`src/hw/rtl/sbm_pkg.sv`:
```
package sbm_pkg;

	// bus command codes, also the active sequence
	typedef enum logic [2:0] {
		OP_IDLE  = 3'd0,
		OP_START = 3'd1,
		OP_STOP  = 3'd2,
		OP_NOACK = 3'd3,
		OP_WRITE = 3'd4,
		OP_READ  = 3'd5
	} op_t;

	localparam int BITS_PER_BYTE = 8;
	localparam int BIT_IDX_W     = $clog2(BITS_PER_BYTE + 1);
	localparam int STEP_W        = 3;
	localparam int TICK_W        = 16;
	localparam int CFG_IDX_W     = 2;

	// configuration register indexes
	localparam logic [CFG_IDX_W-1:0] REG_PHASE_TICKS = 2'd0;
	localparam logic [CFG_IDX_W-1:0] REG_ACK_TICKS   = 2'd1;

	localparam logic [TICK_W-1:0] PHASE_TICKS_RST = 16'd100;
	localparam logic [TICK_W-1:0] ACK_TICKS_RST   = 16'd1000;

	// sequencer state
	typedef struct packed {
		op_t                      op;
		logic [STEP_W-1:0]        step;
		logic [BIT_IDX_W-1:0]     bit_idx;
		logic [BITS_PER_BYTE-1:0] shreg;
		logic                     scl;
		logic                     sda;
		logic                     oe;
		logic                     ack;
		logic [BITS_PER_BYTE-1:0] rbyte;
	} state_t;

	// one result beat
	typedef struct packed {
		logic                     scl;
		logic                     sda_out;
		logic                     sda_oe;
		logic                     busy_res;
		logic                     done_res;
		logic [BITS_PER_BYTE-1:0] rx_byte;
		logic                     acked;
	} res_t;

	// effective wait lengths from the configuration
	typedef struct packed {
		logic [TICK_W-1:0] phase;
		logic [TICK_W-1:0] ack;
	} waits_t;

endpackage

```
`src/hw/rtl/sbm_tick_if.sv`:
```
interface sbm_tick_if;
	logic       valid;
	logic       ready;
	logic [2:0] cmd;
	logic [7:0] tx_byte;
	logic       sda_in;

	modport source (output valid, output cmd, output tx_byte, output sda_in, input ready);
	modport sink (input valid, input cmd, input tx_byte, input sda_in, output ready);
endinterface

```
`src/hw/rtl/sbm_result_if.sv`:
```
interface sbm_result_if;
	logic       valid;
	logic       ready;
	logic       scl;
	logic       sda_out;
	logic       sda_oe;
	logic       busy_res;
	logic       done_res;
	logic [7:0] rx_byte;
	logic       acked;

	modport source (
		output valid, output scl, output sda_out, output sda_oe, output busy_res,
		output done_res, output rx_byte, output acked, input ready
	);
	modport sink (
		input valid, input scl, input sda_out, input sda_oe, input busy_res,
		input done_res, input rx_byte, input acked, output ready
	);
endinterface

```
`src/hw/rtl/sbm_cfg_if.sv`:
```
interface sbm_cfg_if;
	logic        valid;
	logic        ready;
	logic [1:0]  index;
	logic [15:0] data;

	modport source (output valid, output index, output data, input ready);
	modport sink (input valid, input index, input data, output ready);
endinterface

```
`src/hw/rtl/sccb_bit_master_unit.sv`:
```
// Bit-level master for the camera control bus (three-wire, I2C-like). Each beat on
// tick is one time tick: an optional command (start, stop, no-ack, write byte,
// read byte) plus the sampled data line. Every tick yields exactly one result beat
// with the driven clock and data levels, the data-line enable, busy and done
// flags, the last read byte and the last acknowledge. A tick is taken every clock
// cycle; its result sits in the output register from the cycle after the tick is
// accepted, and tick.ready stays high while that register is empty or being
// drained, so a stalled result only holds off the next tick. Pin phases last
// phase_ticks ticks (register 0) and the acknowledge clock-high lasts
// ack_wait_ticks ticks (register 1); a zero in either acts as one. Commands that
// arrive while a sequence runs are ignored.
module sccb_bit_master_unit (
	input  logic          clk,
	input  logic          arst_n,
	sbm_tick_if.sink      tick,
	sbm_result_if.source  result,
	sbm_cfg_if.sink       cfg
);

	sbm_pkg::waits_t waits;
	sbm_pkg::res_t   res;
	sbm_pkg::res_t   res_q;
	logic            out_valid_q;
	logic            accept;

	sbm_cfg u_cfg (
		.clk    (clk),
		.arst_n (arst_n),
		.cfg    (cfg),
		.waits  (waits)
	);

	// tick taken while the output register is free or being drained
	assign tick.ready = !out_valid_q || result.ready;
	assign accept     = tick.valid && tick.ready;

	sbm_core u_core (
		.clk     (clk),
		.arst_n  (arst_n),
		.accept  (accept),
		.cmd     (tick.cmd),
		.tx_byte (tick.tx_byte),
		.sda_in  (tick.sda_in),
		.waits   (waits),
		.res     (res)
	);

	// output register
	always_ff @(posedge clk or negedge arst_n) begin
		if (!arst_n) begin
			out_valid_q <= 1'b0;
		end else if (accept) begin
			out_valid_q <= 1'b1;
		end else if (result.ready) begin
			out_valid_q <= 1'b0;
		end
	end

	always_ff @(posedge clk) begin
		if (accept) res_q <= res;
	end

	assign result.valid    = out_valid_q;
	assign result.scl      = res_q.scl;
	assign result.sda_out  = res_q.sda_out;
	assign result.sda_oe   = res_q.sda_oe;
	assign result.busy_res = res_q.busy_res;
	assign result.done_res = res_q.done_res;
	assign result.rx_byte  = res_q.rx_byte;
	assign result.acked    = res_q.acked;

	// a completing tick never reports busy
	a_done_not_busy: assert property (@(posedge clk) disable iff (!arst_n)
		result.valid && result.done_res |-> !result.busy_res)
		else $error("done beat reports busy");

	// every accepted tick leaves a result beat behind
	a_tick_gives_beat: assert property (@(posedge clk) disable iff (!arst_n)
		accept |=> result.valid)
		else $error("accepted tick without result beat");

endmodule

```
`src/hw/rtl/sbm_cfg.sv`:
```
module sbm_cfg (
	input  logic            clk,
	input  logic            arst_n,
	sbm_cfg_if.sink         cfg,
	output sbm_pkg::waits_t waits
);

	logic [sbm_pkg::TICK_W-1:0] phase_q;
	logic [sbm_pkg::TICK_W-1:0] ack_q;

	assign cfg.ready = 1'b1;

	// register writes, unknown indexes dropped
	always_ff @(posedge clk or negedge arst_n) begin
		if (!arst_n) begin
			phase_q <= sbm_pkg::PHASE_TICKS_RST;
			ack_q   <= sbm_pkg::ACK_TICKS_RST;
		end else if (cfg.valid) begin
			if (cfg.index == sbm_pkg::REG_PHASE_TICKS) phase_q <= cfg.data;
			if (cfg.index == sbm_pkg::REG_ACK_TICKS) ack_q <= cfg.data;
		end
	end

	// a zero length counts as one tick
	assign waits.phase = (phase_q == '0) ? sbm_pkg::TICK_W'(1) : phase_q;
	assign waits.ack   = (ack_q == '0) ? sbm_pkg::TICK_W'(1) : ack_q;

endmodule

```
`src/hw/rtl/sbm_core.sv`:
```
module sbm_core (
	input  logic                             clk,
	input  logic                             arst_n,
	input  logic                             accept,
	input  logic [2:0]                       cmd,
	input  logic [sbm_pkg::BITS_PER_BYTE-1:0] tx_byte,
	input  logic                             sda_in,
	input  sbm_pkg::waits_t                  waits,
	output sbm_pkg::res_t                    res
);

	localparam logic [sbm_pkg::BIT_IDX_W-1:0] NBITS =
		sbm_pkg::BIT_IDX_W'(sbm_pkg::BITS_PER_BYTE);
	localparam int MSB = sbm_pkg::BITS_PER_BYTE - 1;

	sbm_pkg::state_t            st_q;
	sbm_pkg::state_t            cand;
	sbm_pkg::state_t            nx;
	logic [sbm_pkg::TICK_W-1:0] dly_q;
	logic [sbm_pkg::TICK_W-1:0] dec;
	logic [sbm_pkg::TICK_W-1:0] w;
	logic [sbm_pkg::TICK_W-1:0] nx_dly;
	logic                       do_enter;
	logic                       fin;

	// pick the next action: start a command or advance the running one
	always_comb begin
		cand     = st_q;
		do_enter = 1'b0;
		fin      = 1'b0;
		dec      = (dly_q != '0) ? dly_q - sbm_pkg::TICK_W'(1) : '0;
		if (st_q.op == sbm_pkg::OP_IDLE) begin
			if (cmd >= sbm_pkg::OP_START && cmd <= sbm_pkg::OP_READ) begin
				cand.op      = sbm_pkg::op_t'(cmd);
				cand.step    = '0;
				cand.bit_idx = '0;
				if (cmd == sbm_pkg::OP_WRITE) cand.shreg = tx_byte;
				if (cmd == sbm_pkg::OP_READ) cand.rbyte = '0;
				do_enter = 1'b1;
			end
		end else begin
			if (dec == '0) begin
				unique case (st_q.op)
					sbm_pkg::OP_START, sbm_pkg::OP_NOACK: begin
						cand.step = st_q.step + 1'b1;
						do_enter  = (st_q.step < 3'd3);
					end
					sbm_pkg::OP_STOP: begin
						cand.step = st_q.step + 1'b1;
						do_enter  = (st_q.step < 3'd2);
					end
					sbm_pkg::OP_WRITE: begin
						if (st_q.bit_idx < NBITS) begin
							if (st_q.step < 3'd2) begin
								cand.step = st_q.step + 1'b1;
							end else begin
								cand.step    = '0;
								cand.bit_idx = st_q.bit_idx + 1'b1;
								cand.shreg   = {st_q.shreg[MSB-1:0], 1'b0};
							end
							do_enter = 1'b1;
						end else begin
							cand.step = st_q.step + 1'b1;
							do_enter  = (st_q.step < 3'd4);
						end
					end
					sbm_pkg::OP_READ: begin
						if (st_q.step < 3'd3) begin
							cand.step = st_q.step + 1'b1;
							do_enter  = 1'b1;
						end else begin
							cand.bit_idx = st_q.bit_idx + 1'b1;
							cand.step    = 3'd1;
							do_enter     = (cand.bit_idx < NBITS);
						end
					end
					default: do_enter = 1'b0;
				endcase
				fin = !do_enter;
			end
		end
	end

	// apply the pin action of the chosen step and load its wait
	always_comb begin
		nx     = cand;
		w      = waits.phase;
		nx_dly = (st_q.op == sbm_pkg::OP_IDLE) ? dly_q : dec;
		if (do_enter) begin
			unique case (cand.op)
				sbm_pkg::OP_START: begin
					unique case (cand.step)
						3'd0:    nx.sda = 1'b1;
						3'd1:    nx.scl = 1'b1;
						3'd2:    nx.sda = 1'b0;
						default: nx.scl = 1'b0;
					endcase
				end
				sbm_pkg::OP_STOP: begin
					unique case (cand.step)
						3'd0:    nx.sda = 1'b0;
						3'd1:    nx.scl = 1'b1;
						default: nx.sda = 1'b1;
					endcase
				end
				sbm_pkg::OP_NOACK: begin
					unique case (cand.step)
						3'd0:    nx.sda = 1'b1;
						3'd1:    nx.scl = 1'b1;
						3'd2:    nx.scl = 1'b0;
						default: nx.sda = 1'b0;
					endcase
				end
				sbm_pkg::OP_WRITE: begin
					if (cand.bit_idx < NBITS) begin
						unique case (cand.step)
							3'd0:    nx.sda = cand.shreg[MSB];
							3'd1:    nx.scl = 1'b1;
							default: nx.scl = 1'b0;
						endcase
					end else begin
						// acknowledge slot after the eighth bit
						unique case (cand.step)
							3'd0: ;
							3'd1: nx.oe = 1'b0;
							3'd2: begin
								nx.scl = 1'b1;
								w      = waits.ack;
							end
							3'd3: begin
								nx.ack = !sda_in;
								nx.scl = 1'b0;
							end
							default: begin
								nx.oe = 1'b1;
								w     = '0;
							end
						endcase
					end
				end
				sbm_pkg::OP_READ: begin
					if (cand.step == 3'd0) begin
						nx.oe = 1'b0;
					end else if (cand.step == 3'd2) begin
						nx.scl = 1'b1;
					end else if (cand.step >= 3'd3) begin
						nx.rbyte = {cand.rbyte[MSB-1:0], sda_in};
						nx.scl   = 1'b0;
					end
				end
				default: w = '0;
			endcase
			nx_dly = w;
		end
		// sequence end
		if (fin || (do_enter && w == '0)) begin
			nx.op      = sbm_pkg::OP_IDLE;
			nx.step    = '0;
			nx.bit_idx = '0;
			nx_dly     = '0;
		end
	end

	// sequencer registers advance once per accepted tick
	always_ff @(posedge clk or negedge arst_n) begin
		if (!arst_n) begin
			st_q <= '{op: sbm_pkg::OP_IDLE, step: '0, bit_idx: '0, shreg: '0,
				scl: 1'b1, sda: 1'b1, oe: 1'b1, ack: 1'b0, rbyte: '0};
			dly_q <= '0;
		end else if (accept) begin
			st_q  <= nx;
			dly_q <= nx_dly;
		end
	end

	// result of this tick, taken after the update
	always_comb begin
		res.scl      = nx.scl;
		res.sda_out  = nx.sda;
		res.sda_oe   = nx.oe;
		res.busy_res = (nx.op != sbm_pkg::OP_IDLE);
		res.done_res = fin || (do_enter && w == '0);
		res.rx_byte  = nx.rbyte;
		res.acked    = nx.ack;
	end

	// a running command is never replaced by another
	a_no_preempt: assert property (@(posedge clk) disable iff (!arst_n)
		accept && st_q.op != sbm_pkg::OP_IDLE |=>
			st_q.op == $past(st_q.op) || st_q.op == sbm_pkg::OP_IDLE)
		else $error("running command replaced");

	// a read keeps the data line released
	a_read_released: assert property (@(posedge clk) disable iff (!arst_n)
		st_q.op == sbm_pkg::OP_READ |-> !st_q.oe)
		else $error("data line driven during read");

	// no pending wait while idle, bit counter in range
	a_idle_clean: assert property (@(posedge clk) disable iff (!arst_n)
		st_q.op == sbm_pkg::OP_IDLE |-> dly_q == '0 && st_q.bit_idx == '0)
		else $error("idle with pending wait or bit count");

	a_bit_range: assert property (@(posedge clk) disable iff (!arst_n)
		st_q.bit_idx <= NBITS)
		else $error("bit index out of range");

endmodule

```
`src/flat_wrapper.sv`:
```
// flat-port wrapper written by rule: the top's interface ports become plain ports
module sccb_bit_master_unit_flat 
  (clk, arst_n, tick_valid, tick_cmd, tick_tx_byte, tick_sda_in, tick_ready, result_valid, result_scl, result_sda_out, result_sda_oe, result_busy_res, result_done_res, result_rx_byte, result_acked, result_ready, cfg_valid, cfg_index, cfg_data, cfg_ready);
  sbm_tick_if tick_i ();
  sbm_result_if result_i ();
  sbm_cfg_if cfg_i ();
  input  logic clk;
  input  logic arst_n;
  input wire logic [$bits(tick_i.valid)-1:0] tick_valid;
  input wire logic [$bits(tick_i.cmd)-1:0] tick_cmd;
  input wire logic [$bits(tick_i.tx_byte)-1:0] tick_tx_byte;
  input wire logic [$bits(tick_i.sda_in)-1:0] tick_sda_in;
  output wire logic [$bits(tick_i.ready)-1:0] tick_ready;
  output wire logic [$bits(result_i.valid)-1:0] result_valid;
  output wire logic [$bits(result_i.scl)-1:0] result_scl;
  output wire logic [$bits(result_i.sda_out)-1:0] result_sda_out;
  output wire logic [$bits(result_i.sda_oe)-1:0] result_sda_oe;
  output wire logic [$bits(result_i.busy_res)-1:0] result_busy_res;
  output wire logic [$bits(result_i.done_res)-1:0] result_done_res;
  output wire logic [$bits(result_i.rx_byte)-1:0] result_rx_byte;
  output wire logic [$bits(result_i.acked)-1:0] result_acked;
  input wire logic [$bits(result_i.ready)-1:0] result_ready;
  input wire logic [$bits(cfg_i.valid)-1:0] cfg_valid;
  input wire logic [$bits(cfg_i.index)-1:0] cfg_index;
  input wire logic [$bits(cfg_i.data)-1:0] cfg_data;
  output wire logic [$bits(cfg_i.ready)-1:0] cfg_ready;
  assign tick_i.valid = tick_valid;
  assign tick_i.cmd = tick_cmd;
  assign tick_i.tx_byte = tick_tx_byte;
  assign tick_i.sda_in = tick_sda_in;
  assign tick_ready = tick_i.ready;
  assign result_valid = result_i.valid;
  assign result_scl = result_i.scl;
  assign result_sda_out = result_i.sda_out;
  assign result_sda_oe = result_i.sda_oe;
  assign result_busy_res = result_i.busy_res;
  assign result_done_res = result_i.done_res;
  assign result_rx_byte = result_i.rx_byte;
  assign result_acked = result_i.acked;
  assign result_i.ready = result_ready;
  assign cfg_i.valid = cfg_valid;
  assign cfg_i.index = cfg_index;
  assign cfg_i.data = cfg_data;
  assign cfg_ready = cfg_i.ready;
  sccb_bit_master_unit u_core (.clk(clk), .arst_n(arst_n), .tick(tick_i), .result(result_i), .cfg(cfg_i));
endmodule
```
`config.mk`:
```
export PLATFORM = sky130hd
export DESIGN_NAME = sccb_bit_master_unit_flat
export DESIGN_NICKNAME = d
export VERILOG_FILES = /design/src/hw/rtl/sbm_pkg.sv /design/src/hw/rtl/sbm_tick_if.sv /design/src/hw/rtl/sbm_result_if.sv /design/src/hw/rtl/sbm_cfg_if.sv /design/src/hw/rtl/sccb_bit_master_unit.sv /design/src/hw/rtl/sbm_cfg.sv /design/src/hw/rtl/sbm_core.sv /design/src/flat_wrapper.sv
export SDC_FILE = /design/constraint.sdc
export NUM_CORES = 1
export LEC_CHECK = 0
export BUFFER_PORTS_ARGS = -buffer_cell sky130_fd_sc_hd__buf_4
export CAP_MARGIN = 20
export CORE_MARGIN = 2
export CORE_UTILIZATION = 60
export CTS_CLUSTER_DIAMETER = 60
export DETAILED_ROUTE_END_ITERATION = 12
export PLACE_DENSITY = 0.86
export SLEW_MARGIN = 20
export SYNTH_ARGS = -nofsm -noshare
export SYNTH_HDL_FRONTEND = slang
export SYNTH_SLANG_ARGS = --single-unit
```
`constraint.sdc`:
```
create_clock -name clk -period 5.1 [get_ports clk]
set_input_delay 1.53 -clock clk [delete_from_list [all_inputs] [get_ports clk]]
set_output_delay 1.53 -clock clk [all_outputs]
set_load 0.02 [all_outputs]
```
==> impl_metrics.tcl, run 1 <==
set metrics [dict create \
    antenna_found_initial 0 \
    fillers 690 \
    synth-seq-cells 93 \
    r2r_start "u_core.u_core.dly_q[0]$_DFFE_PN0P_" \
    fin_crit_ns 4.41 \
    crit_type "flop to flop" \
    synth_edf_count 14 \
    ir_drop_uv 280 \
    coreArea_um2 9200 \
    io_buffers 50 \
    timing.final.crit_share_pct 86.5 \
    grt_start_max_net_pins 80 \
    seq_power_share_pct 42.7 \
    clk_path_buf_depth 2 \
    hold_viol 0 \
    holdBufCountCts 0 \
    cts_resized 0 \
    nets 660 \
    fin_worst_skew_ns 0.0118 \
    cts_setup_buffers 0 \
    hold_class "flop to flop" \
    clkPwrFrac_pct 22.7 \
    drive_above_1_share_pct 22.4 \
    drc_errors 0 \
    cp-start-kind "flop" \
    max_stage_delay_ns 0.58 \
    chipWidth_um 101 \
    arrival_ns 4.53 \
    grt_pass1_wl_um 25000 \
    switchingPower_mw 1.11 \
    avgSynthCellArea_um2 9.59 \
    clock.fmax_mhz 227 \
    dp_hpwl_um 10600 \
    slew_headroom_pct 25.0 \
    vias 5217 \
    n_antenna_cell 0 \
    async_reset_ff_share_pct 84.9 \
    crit_start "u_core.u_core.dly_q[0]$_DFFE_PN0P_" \
    htree_levels 3 \
    worst_slew_pin_slew_ns 1.12 \
    crit_required_ns 5.22 \
    p_per_area_nw_per_um2 434 \
    postSynthCellCount 592 \
    area_delta_synth_final_pct 11.4 \
    ant_nets 0 \
    synthFlopType "dfrtp_1" \
    slew_violations 0 \
    vias_per_cell 7.08 \
    rsz0062_at_grt "no" \
    ios 52 \
    wl_per_cell_um 21.1 \
    initial_core_util_pct 61.7 \
    grt.total_usage_pct 31.3 \
    clk_latency_ns 0.38 \
    end_kind "flop" \
    fin_hold_ws_ns 0.503 \
    die_area_um2 10300 \
    p_leak_nw 2.48 \
    synth-seq-area-share_pct 42.5 \
    drv_cap 0 \
    path_cells "inv_1 > ha_1 > or3b_1 > or4b_4 > a21oi_4 > nand4_4 > a31o_2 > a31oi_4 > nand2b_1 > a2111oi_0 > o31ai_1 > nand2_1" \
    grt_pass1_vias 5013 \
    final.setup.tns_ns 0 \
    gp_congestion 0.995 \
    cts_tree "done" \
    firstDrtPassIters 6 \
    num_rows 35 \
    numCtsBuffers 9 \
    synth_cell_types 83 \
    crit_slowest_cell "or4b_4" \
    post_synth_instance_area_um2 5680 \
    p_int_mw 1.63 \
    cts.sinks 93 \
    swShare_pct 40.5 \
    gr-total-overflow 0 \
    setup_violations 0 \
    power.share.combinational_pct 34.6 \
    drt_iter0_markers 797 \
    yosysWarningCount 0 \
    cts_root_buf "clkbuf_8" \
    crit_fanout 15 \
    hp-start "u_core.u_core.st_q[22]$_DFFE_PN0P_" \
    fp.dieH_um 101 \
    status "complete, no violations" \
    routed_wl_um 15600 \
    path_clk_slew_ns 0.10 \
    synth_fp_nets 631 \
]
final timing paths:
check | endpoint | depth (start not counted) | slack [ns]
min reg2reg | u_core.u_core.st_q[22]$_DFFE_PN0P_ | 1 | 0.50
max | u_core.result.sda_out$_DFFE_PP_ | 12 | 0.69
max reg2reg | u_core.result.sda_out$_DFFE_PP_ | 12 | 0.69
min | u_core.u_core.st_q[22]$_DFFE_PN0P_ | 1 | 0.50
min in group asynchronous | u_core.u_core.dly_q[5]$_DFFE_PN0P_ | 1 | 1.17
max in group asynchronous | u_core.u_core.st_q[6]$_DFFE_PN0P_ | 1 | 3.43
final cells by class:
type | instances | area (µm²) | area share (%)
clock buffers | 10 | 128 | 2.02
inverters | 14 | 52.6 | 0.831
repair buffers | 55 | 417 | 6.59
well taps | 111 | 139 | 2.20
clock inverters | 6 | 116 | 1.84
multi-input cells | 448 | 3060 | 48.4
flip-flops and latches | 93 | 2410 | 38.2
power by group through the flow:
stage                     registers (mW)  logic [mW]  clock network, mW
after floorplan                     1.02       0.797                  0
after CTS                           1.15       0.923              0.619
after global routing                1.19        1.03              0.650
final                               1.17       0.948              0.622
after detailed placement            1.17       0.911                  0
after global placement              1.15       0.877                  0
flip-flops by register name, summed over array words and instances (netlist names), 4 cells and up:
name                   cells
u_core.u_core.cand         4
u_core.result.rx_byte      8
u_core.u_core.st_q        26
u_core.u_cfg.phase_q      16
u_core.u_core.dly_q       16
u_core.u_cfg.ack_q        16
layer usage:
layer / vias up / global-route usage (%) / wire length (µm)
li1: 2304 / - / -
met2: 348 / 48.4 / 7190
met1: 2505 / 42.7 / 6230
met4: 0 / 15.7 / 537
met3: 60 / 5.52 / 1630
met5: - / 0 / 0
placed cells by master, fill, tap and decap left out, drive strengths merged, types with 6 or more instances in the layout:
cell type and instances:
dfstp 12, buf 55, nor3 18, a21oi 45, a21o 6, o31ai 12, a22oi 14, dfrtp 67
mux2 36, nand2 45, nand3 11, nand2b 14, inv 17, a22o 11, mux2i 9, edfxtp 14
clkbuf 10, o21ai 38, nor4 13, nor2 49, a31oi 11, nor2b 6
cells by family (layout without fill, tap and decap cells):
family                   count (synthesis)  count (layout)  share of synthesized area (%)
AO/OA/AOI/OAI                          197             197                           24.4
adder cells (fa/ha/maj)                  4               4                          0.882
AND/OR/NAND/NOR                        195             195                           18.6
buffers and inverters                   51              85                           3.83
XOR/XNOR                                 6               6                          0.926
flip-flops                              93              93                           42.5
multiplexers                            45              45                           8.86
other                                    1               1                         0.0661
cells in the mapped netlist, types with 4 or more instances:
| cell type | instances | area share [%] |
|---|---|---|
| a21o_1 | 6 | 0.79 |
| dfstp_2 | 12 | 5.6 |
| mux2i_1 | 9 | 1.6 |
| a21oi_1 | 42 | 3.7 |
| nor3b_1 | 4 | 0.53 |
| ha_1 | 4 | 0.88 |
| or3_1 | 4 | 0.44 |
| a22o_1 | 11 | 1.7 |
| xnor2_1 | 5 | 0.77 |
| dfrtp_1 | 67 | 30 |
| nand3_1 | 11 | 0.97 |
| nand2b_1 | 14 | 1.5 |
| o22ai_1 | 5 | 0.55 |
| a31oi_1 | 10 | 1.1 |
| o21ai_0 | 33 | 2.9 |
| a22oi_1 | 14 | 1.9 |
| nor2_1 | 49 | 3.2 |
| nand2_1 | 45 | 3.0 |
| and2_1 | 4 | 0.44 |
| clkbuf_1 | 25 | 1.7 |
| a211oi_1 | 4 | 0.53 |
| and3_1 | 5 | 0.55 |
| nor3_1 | 16 | 1.4 |
| mux2_2 | 34 | 6.7 |
| o211ai_1 | 4 | 0.53 |
| nor2b_1 | 6 | 0.66 |
| a211o_1 | 4 | 0.62 |
| o31ai_1 | 11 | 1.5 |
| edfxtp_1 | 14 | 7.4 |
| inv_1 | 13 | 0.86 |
| buf_2 | 9 | 0.79 |
| nor4_1 | 11 | 1.2 |
| nand4_1 | 4 | 0.44 |
worst max-delay path: cells and delay by family (launching register included):
family	cells	cell delay [ns]
flops	1	0.52
buf+inv	1	0.13
simple gates	5	1.73
fa+ha+maj	1	0.28
compound gates	5	1.49
through the flow:
step / power, mW / worst slack, ns / utilization [%] / instance area [µm²] / cells
global route: 2.87 / 0.516 / 68.7 / 6320 / 737
finish: 2.74 / 0.687 / 68.7 / 6320 / 737
floorplan: 1.82 / 1.11 / - / 5680 / 592
detailed placement: 2.08 / 0.581 / 66.1 / 6070 / 721
CTS: 2.70 / 0.782 / 68.7 / 6320 / 737
global placement: 2.03 / 0.661 / 66.0 / 6070 / 721
Power figures use the tool's default switching activity.
==> inputs of run 2 (changes only) <==
--- a/config.mk
+++ b/config.mk
@@ -5,13 +5,14 @@
 export SDC_FILE = /design/constraint.sdc
 export NUM_CORES = 1
 export LEC_CHECK = 0
-export BUFFER_PORTS_ARGS = -buffer_cell sky130_fd_sc_hd__buf_4
 export CAP_MARGIN = 20
 export CORE_MARGIN = 2
-export CORE_UTILIZATION = 60
+export CORE_UTILIZATION = 58
 export CTS_CLUSTER_DIAMETER = 60
 export DETAILED_ROUTE_END_ITERATION = 12
-export PLACE_DENSITY = 0.86
+export DONT_BUFFER_PORTS = 1
+export PLACE_DENSITY = 0.82
+export SKIP_CTS_REPAIR_TIMING = 1
 export SLEW_MARGIN = 20
 export SYNTH_ARGS = -nofsm -noshare
 export SYNTH_HDL_FRONTEND = slang
==> constraint.sdc (replaced) <==
create_clock -name clk -period 3.7 [get_ports clk]
set_input_delay 1.11 -clock clk [delete_from_list [all_inputs] [get_ports clk]]
set_output_delay 1.11 -clock clk [all_outputs]
set_load 0.02 [all_outputs]
==> run 2 against run 1 <==
Compared with the run above: critical path type unchanged; non-clock buffer count fell by 8; largest power group is now combinational logic; count of clock-buffer cells in the layout down 1; sequential share of layout area fell by 0.14 points.
==> impl_metrics.tcl, run 2 (same netlist as run 1, synthesis figures left out) <==
set metrics [dict create \
    status "complete, no violations" \
    slew_violations 0 \
    arrival_ns 3.75 \
    fin_hold_ws_ns 0.411 \
    r2r_start "u_core.u_core.dly_q[1]$_DFFE_PN0P_" \
    cts.sinks 93 \
    drv_cap 0 \
    dp_hpwl_um 11200 \
    top_layer "met4" \
    ios 52 \
    clk_path_buf_depth 2 \
    cp-start-kind "flop" \
    met1_length_um 6260 \
    numCtsBuffers 9 \
    drt_iter0_markers 616 \
    rsz0062_at_grt "yes" \
    htree_levels 3 \
    clk_latency_ns 0.38 \
    wl_per_cell_um 20.5 \
    nets 652 \
    p_per_area_nw_per_um2 590 \
    fin_crit_ns 3.63 \
    multi_input_comb_area_um2 3180 \
    ant_nets 0 \
    final_cell_mix "dfrtp_1 (67), nor2_1 (49), buf_4 (45)" \
    placed_area_um2 6030 \
    fin_util_pct 65.8 \
    rr_worst_depth 13 \
    path_buf_inv 2 \
    r2r_setup_slack_ns 0.07 \
    fin_worst_skew_ns 0.0133 \
    wl_met2_um 7190 \
    seqCellArea_um2 2410 \
    final.setup.tns_ns 0 \
    grt.total_usage_pct 29.9 \
    largest_register_ffs 26 \
    chipWidth_um 103 \
    grt_start_max_net_pins 80 \
    end_kind "flop" \
    routed_wl_um 15400 \
    n_antenna_cell 0 \
    clock.fmax_mhz 276 \
    firstDrtPassIters 5 \
    drc_errors 0 \
    dp_cells 732 \
    crit_start "u_core.u_core.dly_q[1]$_DFFE_PN0P_" \
    finalNonFillerCells 751 \
    final_cell_area_um2 6350 \
    num_rows 36 \
    path_delay_family "simple AND/OR/NAND/NOR gates" \
    crit_slowest_cell "or4b_4" \
    gr-total-overflow 0 \
    coreArea_um2 9640 \
    p_leak_nw 2.44 \
    cts_root_buf "clkbuf_8" \
    drive_above_1_share_pct 24.6 \
    fp.dieH_um 103 \
    layout_commonest_cell "dfrtp_1" \
    initial_core_util_pct 58.9 \
    antenna_found_initial 0 \
    cts_tree "done" \
    grt_pass1_vias 4815 \
    setup_violations 0 \
    crit_fanout 7 \
    worst_slew_pin_slew_ns 0.906 \
    max_stage_delay_ns 0.56 \
    ir_drop_uv 372 \
    vias_per_cell 6.75 \
    io_buffers 0 \
    hold_viol 0 \
    area_delta_synth_final_pct 11.8 \
    timing.final.crit_share_pct 98.0 \
    regMostFlops "u_core.u_core.st_q" \
    crit_type "flop to flop" \
    grt_pass1_wl_um 24500 \
    vias 5069 \
    fillers 733 \
    path_cells "inv_2 > ha_4 > or3b_4 > or4b_4 > a21oi_4 > nand4_4 > a31o_4 > a31oi_4 > buf_6 > and3_1 > a21oi_1 > o31ai_2 > nand2_1" \
    regToRegEndpoint "u_core.result.sda_out$_DFFE_PP_" \
    slew_headroom_pct 38.8 \
    hold_class "primary input to asynchronous set/reset pin" \
    crit_required_ns 3.83 \
    path_clk_slew_ns 0.10 \
    wl_met3_um 1530 \
    gp_congestion 0.978 \
    die_area_um2 10600 \
]
==> run 2: cell type report <==
| cell class | count | area share, % |
|---|---|---|
| Sequential cell | 93 | 38.0 |
| Inverter | 14 | 0.828 |
| Clock inverter | 7 | 0.769 |
| Tap cell | 133 | 2.62 |
| Timing Repair Buffer | 47 | 5.68 |
| Multi-Input combinational cell | 448 | 50.1 |
| Clock buffer | 9 | 1.95 |
==> run 2: metrics by stage <==
step                      worst slack [ns]  total power [mW]
final                               0.0750              3.74
after global routing               -0.0261              3.95
after CTS                           -0.113              3.61
after detailed placement           -0.0853              3.00
after global placement             -0.0199              2.94
after floorplan                     0.0234              2.53
==> run 2: worst max-delay path by stage <==
| stage | end | slack (ns) | depth (start not counted) |
|---|---|---|---|
| 5_1_grt | u_core.result.sda_out$_DFFE_PP_ | -0.03 | 13 |
| 6_report | u_core.result.sda_out$_DFFE_PP_ | 0.07 | 13 |
| 3_5_place_dp | u_core.u_core.dly_q[10]$_DFFE_PN0P_ | -0.09 | 12 |
| 2_1_floorplan | u_core.u_core.cand[8]$_DFFE_PN0P_ | 0.02 | 14 |
| 4_1_cts | u_core.u_core.dly_q[10]$_DFFE_PN0P_ | -0.11 | 12 |
| 3_3_place_gp | u_core.u_core.dly_q[10]$_DFFE_PN0P_ | -0.02 | 12 |
==> run 2: where the power goes <==
part,switching [mW],internal [mW],total [mW]
registers,0.269,1.26,1.52
logic,0.903,0.691,1.59
clock network,0.380,0.247,0.626
total,1.55,2.19,3.74
==> run 2: routing by layer <==
layer,up-vias,track usage [%]
met4,0,9.62
met1,2417,41.7
met5,-,0
met3,55,7.59
met2,308,46.1
li1,2289,-
